--- config.mk ---
export PLATFORM = sky130hd
export DESIGN_NAME = altitude_hold_throttle_pitch
export DESIGN_NICKNAME = d
export VERILOG_FILES = /design/src/rtl/alhtp_pkg.sv /design/src/rtl/altitude_hold_throttle_pitch.sv /design/src/rtl/alhtp_smul.sv
export SDC_FILE = /design/constraint.sdc
export NUM_CORES = 1
export LEC_CHECK = 0
export BUFFER_PORTS_ARGS = -buffer_cell sky130_fd_sc_hd__buf_2
export CAP_MARGIN = 10
export CORE_MARGIN = 2
export CORE_UTILIZATION = 63
export CTS_CLUSTER_DIAMETER = 30
export DETAILED_ROUTE_END_ITERATION = 8
export PLACE_DENSITY_LB_ADDON = 0.2
export SLEW_MARGIN = 20
export SYNTH_ARGS = -nofsm -noshare
export SYNTH_HDL_FRONTEND = slang
export SYNTH_SLANG_ARGS = --single-unit
--- constraint.sdc ---
create_clock -name clk -period 6.6 [get_ports clk]
set_input_delay 0.33 -clock clk [delete_from_list [all_inputs] [get_ports clk]]
set_output_delay 0.33 -clock clk [all_outputs]
set_load 0.02 [all_outputs]
--- src/rtl/alhtp_pkg.sv ---
`timescale 1ns / 1ps
package alhtp_pkg;

	localparam int unsigned PULSE_W  = 12;
	localparam int unsigned STICK_W  = 13;
	localparam int unsigned GAIN_W   = 15;
	localparam int unsigned NERR_W   = 5;
	localparam int unsigned CFG_W    = 16;
	localparam int unsigned IDX_W    = 3;

	localparam logic [PULSE_W-1:0] PULSE_MIN = 12'd2000;
	localparam logic [PULSE_W-1:0] PULSE_MAX = 12'd4000;
	localparam int                 DEADBAND      = 150;
	localparam int                 HEIGHT_MARGIN = 10;
	localparam int unsigned        FILT_SHIFT    = 12;
	localparam int unsigned        STICK_SHIFT   = 11;

	localparam logic [IDX_W-1:0] REG_TRIM     = 3'd0;
	localparam logic [IDX_W-1:0] REG_REVERSED = 3'd1;
	localparam logic [IDX_W-1:0] REG_MAX_THR  = 3'd2;
	localparam logic [IDX_W-1:0] REG_THR_PH   = 3'd3;
	localparam logic [IDX_W-1:0] REG_GAIN     = 3'd4;
	localparam logic [IDX_W-1:0] REG_PIT_MAX  = 3'd5;
	localparam logic [IDX_W-1:0] REG_PIT_ZERO = 3'd6;
	localparam logic [IDX_W-1:0] REG_PIT_PH   = 3'd7;

	localparam logic [1:0] CLS_BELOW  = 2'd0;
	localparam logic [1:0] CLS_ABOVE  = 2'd1;
	localparam logic [1:0] CLS_MARGIN = 2'd2;

	typedef struct packed {
		logic load;
		logic step;
	} mul_ctl_t;

	function automatic logic [PULSE_W-1:0] sat_pulse(input logic [15:0] v);
		logic [PULSE_W-1:0] r;
		if (v < {4'd0, PULSE_MIN}) begin
			r = PULSE_MIN;
		end else if (v > {4'd0, PULSE_MAX}) begin
			r = PULSE_MAX;
		end else begin
			r = v[PULSE_W-1:0];
		end
		return r;
	endfunction

endpackage

--- src/rtl/altitude_hold_throttle_pitch.sv ---
// altitude hold throttle and pitch, one item at a time through a bit-serial multiplier
// with hold enabled an item passes the stick, target multiply, error, error multiply,
// accumulate, update and output steps; with hold off it goes straight to output; no new
// item is taken until the last has left the output step, and a stalled result holds the block further
// reset: arst_n clears the filter accumulator and loads the register defaults
`timescale 1ns / 1ps
module altitude_hold_throttle_pitch (
	input  logic                clk,
	input  logic                arst_n,
	input  logic                cfg_wr_en,
	input  logic [2:0]          cfg_index,
	input  logic [15:0]         cfg_data,
	input  logic                in_valid,
	output logic                in_stall,
	input  logic [15:0]         pulse_in,
	input  logic                hold_enable,
	input  logic                waypoint_mode,
	input  logic signed [15:0]  waypoint_height,
	input  logic signed [15:0]  current_height,
	input  logic                full_throttle_override,
	output logic                out_valid,
	input  logic                out_stall,
	output logic signed [15:0]  throttle_control,
	output logic signed [15:0]  pitch_adjust
);

	localparam logic [2:0] ST_IDLE = 3'd0;
	localparam logic [2:0] ST_STK  = 3'd1;
	localparam logic [2:0] ST_MT   = 3'd2;
	localparam logic [2:0] ST_ERR  = 3'd3;
	localparam logic [2:0] ST_MP   = 3'd4;
	localparam logic [2:0] ST_ACC  = 3'd5;
	localparam logic [2:0] ST_UPD  = 3'd6;
	localparam logic [2:0] ST_OUT  = 3'd7;

	localparam int unsigned SW = alhtp_pkg::STICK_W;
	localparam int unsigned GW = alhtp_pkg::GAIN_W;
	localparam int unsigned NW = alhtp_pkg::NERR_W;
	localparam int unsigned PW = alhtp_pkg::PULSE_W;
	localparam int unsigned FS = alhtp_pkg::FILT_SHIFT;
	localparam int unsigned SS = alhtp_pkg::STICK_SHIFT;
	localparam logic [3:0] MT_LAST = 4'(GW - 1);
	localparam logic [3:0] MP_LAST = 4'(NW - 1);

	// configuration
	logic [11:0]        trim_q;
	logic               rev_q;
	logic [11:0]        max_q;
	logic [14:0]        thr_ph_q;
	logic [14:0]        gain_q;
	logic signed [15:0] pit_max_q;
	logic signed [15:0] pit_zero_q;
	logic signed [15:0] pit_ph_q;

	// sequencer and item registers
	logic [2:0]          state_q;
	logic [3:0]          cnt_q;
	logic [15:0]         pulse_q;
	logic                hold_q;
	logic                wpmode_q;
	logic signed [15:0]  wp_q;
	logic signed [15:0]  cur_q;
	logic                ovr_q;
	logic signed [SW-1:0] stick_q;
	logic [1:0]          cls_q;
	logic [PW-1:0]       ftgt_q;
	logic signed [15:0]  pit_q;
	logic [31:0]         acc_q;

	alhtp_pkg::mul_ctl_t mt_ctl;
	alhtp_pkg::mul_ctl_t mp_ctl;
	logic signed [SW+GW:0] mt_prod;
	logic signed [16+NW:0] thr_prod;
	logic signed [16+NW:0] pit_prod;

	logic [PW-1:0]        sp_c;
	logic [PW-1:0]        st_c;
	logic signed [SW-1:0] diff_c;
	logic signed [SW-1:0] stick_c;
	logic signed [15:0]   tgt_c;
	logic signed [17:0]   err_c;
	logic signed [17:0]   nerr_full;
	logic [NW-1:0]        nerr_c;
	logic [1:0]           cls_c;
	logic signed [22:0]   max_ext;
	logic signed [22:0]   accum_c;
	logic signed [23:0]   v_c;
	logic [PW-1:0]        vsat_c;
	logic signed [15:0]   pitch_c;
	logic signed [17:0]   fdiff_c;
	logic [19:0]          acc_hi_c;
	logic [15:0]          ctl_c;

	assign in_stall = (state_q != ST_IDLE);

	// stick value
	assign sp_c    = alhtp_pkg::sat_pulse(pulse_q);
	assign st_c    = alhtp_pkg::sat_pulse({4'd0, trim_q});
	assign diff_c  = $signed({1'b0, sp_c}) - $signed({1'b0, st_c});
	assign stick_c = rev_q ? -diff_c : diff_c;

	// height error and band
	assign tgt_c = wpmode_q ? wp_q : mt_prod[SS+15:SS];
	assign err_c = $signed({{2{tgt_c[15]}}, tgt_c}) - $signed({{2{cur_q[15]}}, cur_q})
		- 18'(alhtp_pkg::HEIGHT_MARGIN);
	assign nerr_full = -err_c;
	assign nerr_c    = nerr_full[NW-1:0];

	always_comb begin
		if (err_c > 18'sd0) begin
			cls_c = alhtp_pkg::CLS_BELOW;
		end else if (err_c < -18'(2 * alhtp_pkg::HEIGHT_MARGIN)) begin
			cls_c = alhtp_pkg::CLS_ABOVE;
		end else begin
			cls_c = alhtp_pkg::CLS_MARGIN;
		end
	end

	always_comb begin
		mt_ctl.load = (state_q == ST_STK);
		mt_ctl.step = (state_q == ST_MT);
		mp_ctl.load = (state_q == ST_ERR);
		mp_ctl.step = (state_q == ST_MP);
	end

	alhtp_smul #(.WA(SW), .WB(GW)) u_mul_tgt (
		.clk  (clk),
		.ctl  (mt_ctl),
		.a    (stick_c),
		.b    (gain_q),
		.prod (mt_prod)
	);

	alhtp_smul #(.WA(16), .WB(NW)) u_mul_thr (
		.clk  (clk),
		.ctl  (mp_ctl),
		.a    ($signed({1'b0, thr_ph_q})),
		.b    (nerr_c),
		.prod (thr_prod)
	);

	alhtp_smul #(.WA(16), .WB(NW)) u_mul_pit (
		.clk  (clk),
		.ctl  (mp_ctl),
		.a    (pit_ph_q),
		.b    (nerr_c),
		.prod (pit_prod)
	);

	// throttle offset, filter target and pitch
	assign max_ext = $signed({11'd0, max_q});

	always_comb begin
		case (cls_q)
			alhtp_pkg::CLS_BELOW: begin
				accum_c = max_ext;
				pitch_c = pit_max_q;
			end
			alhtp_pkg::CLS_ABOVE: begin
				accum_c = '0;
				pitch_c = pit_zero_q;
			end
			alhtp_pkg::CLS_MARGIN: begin
				accum_c = max_ext - $signed({thr_prod[16+NW], thr_prod});
				pitch_c = pit_max_q - $signed(pit_prod[15:0]);
			end
			default: begin
				accum_c = '0;
				pitch_c = '0;
			end
		endcase
		if (ovr_q) begin
			accum_c = max_ext;
		end
	end

	assign v_c = $signed({12'd0, trim_q}) - $signed({accum_c[22], accum_c});

	always_comb begin
		if (v_c < $signed({12'd0, alhtp_pkg::PULSE_MIN})) begin
			vsat_c = alhtp_pkg::PULSE_MIN;
		end else if (v_c > $signed({12'd0, alhtp_pkg::PULSE_MAX})) begin
			vsat_c = alhtp_pkg::PULSE_MAX;
		end else begin
			vsat_c = v_c[PW-1:0];
		end
	end

	// filter step on the bits above FILT_SHIFT, driven from the upper word
	assign fdiff_c  = $signed({6'd0, ftgt_q}) - $signed({{2{acc_q[31]}}, acc_q[31:16]});
	assign acc_hi_c = acc_q[31:FS] + {{2{fdiff_c[17]}}, fdiff_c};
	assign ctl_c    = acc_q[31:16] - {4'd0, trim_q};

	always_ff @(posedge clk or negedge arst_n) begin
		if (!arst_n) begin
			trim_q           <= 12'd3000;
			rev_q            <= 1'b0;
			max_q            <= 12'd1800;
			thr_ph_q         <= 15'd162;
			gain_q           <= 15'd1024;
			pit_max_q        <= '0;
			pit_zero_q       <= '0;
			pit_ph_q         <= '0;
			state_q          <= ST_IDLE;
			cnt_q            <= '0;
			pulse_q          <= '0;
			hold_q           <= 1'b0;
			wpmode_q         <= 1'b0;
			wp_q             <= '0;
			cur_q            <= '0;
			ovr_q            <= 1'b0;
			stick_q          <= '0;
			cls_q            <= alhtp_pkg::CLS_BELOW;
			ftgt_q           <= '0;
			pit_q            <= '0;
			acc_q            <= '0;
			out_valid        <= 1'b0;
			throttle_control <= '0;
			pitch_adjust     <= '0;
		end else begin
			if (cfg_wr_en) begin
				case (cfg_index)
					alhtp_pkg::REG_TRIM:     trim_q     <= cfg_data[11:0];
					alhtp_pkg::REG_REVERSED: rev_q      <= cfg_data[0];
					alhtp_pkg::REG_MAX_THR:  max_q      <= cfg_data[11:0];
					alhtp_pkg::REG_THR_PH:   thr_ph_q   <= cfg_data[14:0];
					alhtp_pkg::REG_GAIN:     gain_q     <= cfg_data[14:0];
					alhtp_pkg::REG_PIT_MAX:  pit_max_q  <= $signed(cfg_data);
					alhtp_pkg::REG_PIT_ZERO: pit_zero_q <= $signed(cfg_data);
					alhtp_pkg::REG_PIT_PH:   pit_ph_q   <= $signed(cfg_data);
					default: ;
				endcase
			end

			if (out_valid && !out_stall && state_q != ST_OUT) begin
				out_valid <= 1'b0;
			end

			case (state_q)
				ST_IDLE: begin
					if (in_valid) begin
						pulse_q  <= pulse_in;
						hold_q   <= hold_enable;
						wpmode_q <= waypoint_mode;
						wp_q     <= waypoint_height;
						cur_q    <= current_height;
						ovr_q    <= full_throttle_override;
						state_q  <= hold_enable ? ST_STK : ST_OUT;
					end
				end
				ST_STK: begin
					stick_q <= stick_c;
					cnt_q   <= '0;
					state_q <= ST_MT;
				end
				ST_MT: begin
					cnt_q <= cnt_q + 4'd1;
					if (cnt_q == MT_LAST) begin
						state_q <= ST_ERR;
					end
				end
				ST_ERR: begin
					cls_q   <= cls_c;
					cnt_q   <= '0;
					state_q <= ST_MP;
				end
				ST_MP: begin
					cnt_q <= cnt_q + 4'd1;
					if (cnt_q == MP_LAST) begin
						state_q <= ST_ACC;
					end
				end
				ST_ACC: begin
					// deadband relaxes to raw trim
					if (stick_q < SW'(alhtp_pkg::DEADBAND)) begin
						ftgt_q <= trim_q;
						pit_q  <= '0;
					end else begin
						ftgt_q <= vsat_c;
						pit_q  <= pitch_c;
					end
					state_q <= ST_UPD;
				end
				ST_UPD: begin
					acc_q[31:FS] <= acc_hi_c;
					state_q      <= ST_OUT;
				end
				ST_OUT: begin
					if (!out_valid || !out_stall) begin
						out_valid        <= 1'b1;
						throttle_control <= hold_q ? $signed(ctl_c) : 16'sd0;
						pitch_adjust     <= hold_q ? pit_q : 16'sd0;
						state_q          <= ST_IDLE;
					end
				end
				default: state_q <= ST_IDLE;
			endcase
		end
	end

	a_hold_off_skips: assert property (@(posedge clk) disable iff (!arst_n)
		(in_valid && !in_stall && !hold_enable) |=> state_q == ST_OUT)
		else $error("hold-off item did not go straight to output");

	a_out_from_seq: assert property (@(posedge clk) disable iff (!arst_n)
		$rose(out_valid) |-> $past(state_q) == ST_OUT)
		else $error("result raised outside output step");

	a_acc_low_fixed: assert property (@(posedge clk) disable iff (!arst_n)
		$stable(acc_q[FS-1:0]))
		else $error("filter low bits changed");

	a_acc_only_upd: assert property (@(posedge clk) disable iff (!arst_n)
		!$stable(acc_q) |-> $past(state_q) == ST_UPD)
		else $error("filter changed outside update step");

endmodule

--- src/rtl/alhtp_smul.sv ---
`timescale 1ns / 1ps
module alhtp_smul #(
	parameter int unsigned WA = 16,
	parameter int unsigned WB = 5
) (
	input  logic                    clk,
	input  alhtp_pkg::mul_ctl_t     ctl,
	input  logic signed [WA-1:0]    a,
	input  logic        [WB-1:0]    b,
	output logic signed [WA+WB:0]   prod
);

	logic signed [WA-1:0] a_q;
	logic signed [WA:0]   h_q;
	logic        [WB-1:0] l_q;
	logic signed [WA+1:0] sum;

	// one multiplier bit a cycle while ctl.step is set, lsb first
	assign sum = $signed({h_q[WA], h_q})
		+ (l_q[0] ? $signed({{2{a_q[WA-1]}}, a_q}) : $signed({(WA+2){1'b0}}));

	always_ff @(posedge clk) begin
		if (ctl.load) begin
			a_q <= a;
			h_q <= '0;
			l_q <= b;
		end else if (ctl.step) begin
			h_q <= sum[WA+1:1];
			l_q <= {sum[0], l_q[WB-1:1]};
		end
	end

	assign prod = $signed({h_q, l_q});

endmodule

# Word level (Yosys, flattened, before mapping)
# Index checks and enable logic that the tools add are counted.
# W data, S select, Z words.
totals:
  wordCells: 141
  input_bits: 75
  output_inout_bits: 34
  reg_bits: 374
op_classes:
  n_reduce_logical: 25
  addsub: 15
  magnitude_cmp: 9
  eq_ne: 23
  muxes: 36
ops:
  columns: ["op", "n"]
  rows:
  - ["$mux W12", 7]
  - ["$mux W16", 4]
  - ["$mux W15", 4]
  - ["$pmux W16 S3", 1]
  - ["$pmux W23 S2", 1]
  - ["$eq A3 B3 Y1 const B", 8]
  - ["$gt A24 B13 Y1 const B", 1]
  - ["$lt A24 B12 Y1 const B", 1]
  - ["$pmux W3 S8", 1]
  - ["$sub A13 B23 Y24", 1]
  - ["$mux W23", 1]
  - ["$sub A13 B22 Y23", 1]
  - ["$add A20 B20 Y20", 1]
  - ["$mux W5", 4]
  - ["$reduce_and A2 Y1", 10]
  - ["$add A17 B16 Y18", 1]
  - ["$add A17 B18 Y18", 1]
  - ["$gt A18 B1 Y1 const B", 1]
  - ["$lt A18 B6 Y1 const B", 1]
  - ["$mux W18", 1]
  - ["$sub A17 B5 Y18 const B", 1]
  - ["$sub A13 B16 Y17", 1]
  - ["$sub A16 B16 Y17", 1]
  - ["$gt A16 B12 Y1 const B", 1]
  - ["34 further kinds", 53]

# Logic depth before layout (Yosys ltp)
depth:
  ltp_word: 8
  depth_mapped: 23
  depth_no_buf: 23

# Cells and area by module
# From an unflattened synthesis, not the netlist that was laid out.
unflattened:
  cells_unflattened: 2474
  hier_area_um2: 24085.6
modules_own_cells:
  columns: ["mod", "cells_per_inst", "area_per_inst_um2", "instances", "seq_area_each_um2"]
  rows:
  - ["altitude_hold_throttle_pitch", 1814, 17210.3, 1, 6424.9]
  - ["alhtp_smul (u_mul_pit ...)", 225, 2263.4, 2, 970.9]
  - ["alhtp_smul (u_mul_tgt)", 210, 2348.5, 1, 1121.1]

# Least setup slack after synthesis
# OpenSTA, ideal clock, no wires.
synth_timing:
  path_type: "register to register"
  start: "register max_q[4]"
  end: "register ftgt_q[5]"
  setup_time_ns: 0.126
  period_less_slack_ns: 4.706
  path_buffers: 0
  slack_ns: 1.894
  stages_incl_launch_ff: 21
  arrival_time_ns: 4.580
  t_required_ns: 6.474
  path_cell_list: "dfrtp_1 -> ha_1 -> a21o_1 -> or4_1 -> o22a_2 -> a21o_2 -> a21o_1 -> a21oi_1 -> xnor2_1 -> a22oi_1 -> nor2_1 -> a21oi_1 -> ha_1 -> nand2_1 -> or3_1 -> a211o_1 -> nor4b_2 -> and2_1 -> o2111a_2 -> a31oi_1 -> a221o_1"
synth_between:
  elab_chain_len: 8
  elab_cells_between_ends: 9
  classes_between: "add/sub: 2; order compare: 2; mux: 5"
synth_rtl:
  columns: ["item", "line", "text"]
  rows:
  - ["start: declaration", "altitude_hold_throttle_pitch.sv:48", "logic [11:0] max_q;"]
  - ["start signal: assignment", "altitude_hold_throttle_pitch.sv:225", "alhtp_pkg::REG_MAX_THR: max_q <= cfg_data[11:0];"]
  - ["$sub A13 B22 Y23", "altitude_hold_throttle_pitch.sv:164", "accum_c = max_ext - $signed({thr_prod[16+NW], thr_prod});"]
  - ["$pmux W23 S2", "altitude_hold_throttle_pitch.sv:154", "case (cls_q)"]
  - ["$mux W23 (*)", "altitude_hold_throttle_pitch.sv:172", "if (ovr_q) begin"]
  - ["$sub A13 B23 Y24 (*)", "altitude_hold_throttle_pitch.sv:177", "assign v_c = $signed({12'd0, trim_q}) - $signed({accum_c[22], accum_c});"]
  - ["$gt A24 B13 Y1", "altitude_hold_throttle_pitch.sv:182", "end else if (v_c > $signed({12'd0, alhtp_pkg::PULSE_MAX})) begin"]
  - ["$mux W12", "altitude_hold_throttle_pitch.sv:182", null]
  - ["$mux W12 (*)", "altitude_hold_throttle_pitch.sv:180", "if (v_c < $signed({12'd0, alhtp_pkg::PULSE_MIN})) begin"]
  - ["$mux W12 (*)", "altitude_hold_throttle_pitch.sv:275", "if (stick_q < SW'(alhtp_pkg::DEADBAND)) begin"]
  - ["end signal: assignment", "altitude_hold_throttle_pitch.sv:276", "ftgt_q <= trim_q;"]
  - ["end signal: assignment", "altitude_hold_throttle_pitch.sv:279", "ftgt_q <= vsat_c;"]
  - ["end: declaration", "altitude_hold_throttle_pitch.sv:66", "logic [PW-1:0] ftgt_q;"]
# Mark *: on every way between the ends. The rest lies on a longest branch, timed or not.
# A chain may end at the register's enable or synchronous reset.

# Worst setup path in the final report
layout_timing:
  start: "register u_mul_thr.l_q[0]"
  end: "register ftgt_q[0]"
layout_between:
  elab_chain_len: 8
  elab_cells_between_ends: 9
  classes_between: "add/sub: 2; order compare: 2; mux: 5"
layout_rtl:
  columns: ["item", "line", "text"]
  rows:
  - ["start: declaration", "alhtp_smul.sv:15", "logic [WB-1:0] l_q;"]
  - ["start signal: assignment", "alhtp_smul.sv:29", "l_q <= {sum[0], l_q[WB-1:1]};"]
  - ["$sub A13 B22 Y23 (*)", "altitude_hold_throttle_pitch.sv:164", null]
  - ["$pmux W23 S2 (*)", "altitude_hold_throttle_pitch.sv:154", null]
  - ["$mux W23 (*)", "altitude_hold_throttle_pitch.sv:172", null]
  - ["$sub A13 B23 Y24 (*)", "altitude_hold_throttle_pitch.sv:177", null]
  - ["$gt A24 B13 Y1", "altitude_hold_throttle_pitch.sv:182", null]
  - ["$mux W12", "altitude_hold_throttle_pitch.sv:182", null]
  - ["$mux W12 (*)", "altitude_hold_throttle_pitch.sv:180", null]
  - ["$mux W12 (*)", "altitude_hold_throttle_pitch.sv:275", null]
# Marked as above.

==> metrics.cfg <==
[layout]
fin_area_sq_um = 27200
syn_to_final_growth_pct = 19.8
drive_above_1_share_pct = 18.5
multi_input_area_sq_um = 12400
fin_nets = 2781
num_antenna_cells = 0
fillCellCount = 2367
ff_latch_area_sq_um = 9460

[sta]
max_freq_mhz = 182
tns_ns = 0
fin_skew_ns = 0.0353
rsz0062_at_grt = no
setup_viol = 0
period_minus_slack_ns = 5.50
relSlewSlack_pct = 26.6
fin_crit_sh_pct = 83.3
worstMarginPinSlew_ns = 1.09
hold_violations = 0
worst_slack_ns = 1.10
slew_viol_final = 0

[route]
drt_iter0_drc = 1168
dr.max_layer_used = met4
wl_mm = 60.8
m1WireLength_mm = 25.7
drc = 0
vias_per_cell = 6.04
wl_met2_mm = 29.1
postRouteAntennaNets = 0
drtPass1Iterations = 7
wl_per_cell_um = 20.0
wl_met3_mm = 3.97
via_count = 18400

[grt]
gr-usage-all-layers_pct = 32.5
grt_pass1_vias = 18600
antenna_found_initial = 2
grt_pass1_wl_mm = 97.4
grt_max_degree = 153
grt_overflow = 0

[setup_path]
crit_type = flip-flop to flip-flop
reg2reg_depth = 20
required_ns = 7.10
reg2reg_to = ftgt_q[0]
crit_arrival_ns = 5.99
cp_max_fo = 16
startpoint_type = flip-flop
r2r_setup_slack_ns = 1.10
r2r_start = u_mul_thr.l_q[0]
end_kind = flip-flop

[placement]
placed_area_sq_um = 23700
pre_cts_slack_ns = 1.16
dp_hpwl_mm = 41.1
port_buffers = 108
gp_congestion = 0.924

[logic_synthesis]
synth_edf_count = 69
synth_area_leaders = dfrtp_1, ha_1, edfxtp_1
synth_top_area_share_pct = 26.5
post_synth.cell_area_avg_sq_um = 9.76
synth_common_cells = nand2_1, dfrtp_1, ha_1
yosysMostFrequentCell = nand2_1
ys_seq_elements = 373
seq_area_frac_synth_pct = 41.6
yosys_warnings = 0
syn-instance-count = 2329
yosysTopAreaCell = dfrtp_1
synthArstFlopShare_pct = 68.6
synth_cell_types = 90
synthFlopType = dfrtp_1
syn_area_sq_um = 22700
syn-num-nets = 2596

[die]
fp.dieH_um = 194
fp-row-count = 69
dieArea_sq_um = 37600
start_util_pct = 63.9
fp.coreArea_sq_um = 35600
ios = 109
die_width_um = 194

[clock_tree]
path_clk_slew_ns = 0.05
cts_tree = yes
insertion_delay_ns = 0.61
cts_buffer_depth = 3
cts_max_level = 3
cts-root-buf = clkbuf_16
cts.sinks = 373
cts_inserted_buffers = 84
postCtsResizedCells = 0

[power_and_ir_drop]
p_leak_nw = 12.1
power_mw = 17.6
peakVddDrop_mv = 0.559
power.density_nw_per_um2 = 646

[hold_path]
hold_end = wp_q[15]
min_path_type = primary input to flip-flop
worstHoldStart = waypoint_height[15]
whs_path_depth = 2

[run]
max-cap-violations = 0

[status]
outcome = finished, final reports clean

## worst max-delay path by stage
| stage | slack (ns) | end | from | cells after the start |
|---|---|---|---|---|
| after floorplan | 1.89 | ftgt_q[5] | max_q[4] | 20 |
| after global placement | 1.33 | ftgt_q[5] | u_mul_thr.l_q[0] | 20 |
| after detailed placement | 1.16 | ftgt_q[5] | u_mul_thr.l_q[0] | 20 |
| after CTS | 1.14 | ftgt_q[5] | u_mul_thr.l_q[0] | 20 |
| after global routing | 0.68 | ftgt_q[5] | u_mul_thr.l_q[0] | 20 |
| final | 1.10 | ftgt_q[0] | u_mul_thr.l_q[0] | 20 |
## per-layer routing
| layer | global-route usage (%) | up-vias |
|---|---|---|
| li1 | - | 8706 |
| met1 | 41.7 | 8905 |
| met2 | 54.2 | 615 |
| met3 | 6.30 | 160 |
| met4 | 13.2 | 0 |
| met5 | 0 | - |
## power by group
part | internal (mW) | switching, mW | leakage (nW) | total [mW]
registers | 3.36 | 0.750 | 4.18 | 4.11
clock network | 2.94 | 1.46 | 1.44 | 4.40
logic | 3.89 | 5.20 | 6.52 | 9.09
total | 10.2 | 7.41 | 12.1 | 17.6
## worst max-delay path: stages (launching register included)
cell and delay, ns:
edfxtp_1 0.57, ha_1 0.30, fa_1 0.39, nand2b_1 0.20, a21oi_1 0.23, o22a_1 0.42
xor2_1 0.20, a22oi_1 0.08, nor2_1 0.13, a21oi_1 0.05, ha_1 0.35, a21o_1 0.21
a21oi_1 0.23, o21ai_0 0.18, a21boi_0 0.41, nor3_2 0.17, a211o_1 0.26, a211o_1 0.33
a21oi_4 0.20, nand4_1 0.25, o221ai_1 0.25
## sequential cells by signal, summed over array words and instances, names as in the netlist, 13 cells and up
signal and flops:
acc_q 20, cur_q 16, gain_q 15, pit_max_q 16, pit_ph_q 16, pit_q 16, pit_zero_q 16, pitch_adjust 16
pulse_q 16, thr_ph_q 15, throttle_control 16, u_mul_pit.a_q 16, u_mul_pit.h_q 17, u_mul_tgt.a_q 13, u_mul_tgt.h_q 14, u_mul_tgt.l_q 15
u_mul_thr.a_q 15, u_mul_thr.h_q 17, wp_q 16
## layout by cell type, fill, tap and decap left out, types with 28 or more instances in the layout
| cell type | synthesis | routed |
|---|---|---|
| a21o_1 | 28 | 28 |
| a21oi_1 | 145 | 145 |
| and2_1 | 58 | 58 |
| buf_2 | 4 | 107 |
| clkbuf_16 | 0 | 85 |
| dfrtp_1 | 241 | 241 |
| dfxtp_1 | 48 | 48 |
| dlygate4sd3_1 | 0 | 50 |
| edfxtp_1 | 69 | 69 |
| ha_1 | 181 | 181 |
| inv_1 | 157 | 157 |
| mux2_2 | 148 | 148 |
| nand2_1 | 257 | 257 |
| nand3_1 | 29 | 28 |
| nor2_1 | 102 | 102 |
| nor3_1 | 45 | 43 |
| o21ai_0 | 157 | 157 |
| xnor2_1 | 92 | 92 |
| xor2_1 | 52 | 52 |
## layout make-up
cell class / instances / share of cell area, %
Multi-Input combinational cell: 1719 / 45.6
Sequential cell: 373 / 34.7
Clock buffer: 90 / 8.02
Timing Repair Buffer: 176 / 4.41
Clock inverter: 67 / 2.96
Inverter: 160 / 2.20
Tap cell: 461 / 2.12
## stage by stage
stage / utilization (%) / hold slack [ns] / std cells
finish: 76.6 / 0.0339 / 3046
global route: 76.6 / 0.0181 / 3046
CTS: 76.5 / 0.0139 / 3045
detailed placement: 66.7 / 0.424 / 2838
global placement: 66.7 / 0.424 / 2838
floorplan: - / 0.0344 / 2329
## logic make-up (layout without fill, tap and decap cells)
group / count (synthesis) / in the layout / synth area share (%)
compound gates: 556 / 556 / 15.5
xor+xnor: 144 / 144 / 5.55
fa+ha+maj: 193 / 193 / 11.0
buf+inv: 237 / 493 / 4.00
flops: 373 / 373 / 41.6
mux: 172 / 172 / 8.38
simple gates: 654 / 654 / 14.0
## timing repair
item,4_1_cts,5_1_grt
hold endpoints to repair,149,0
setup buffers,0,0
hold buffers,50,0
Note: power is estimated with default switching activity, not from simulation.
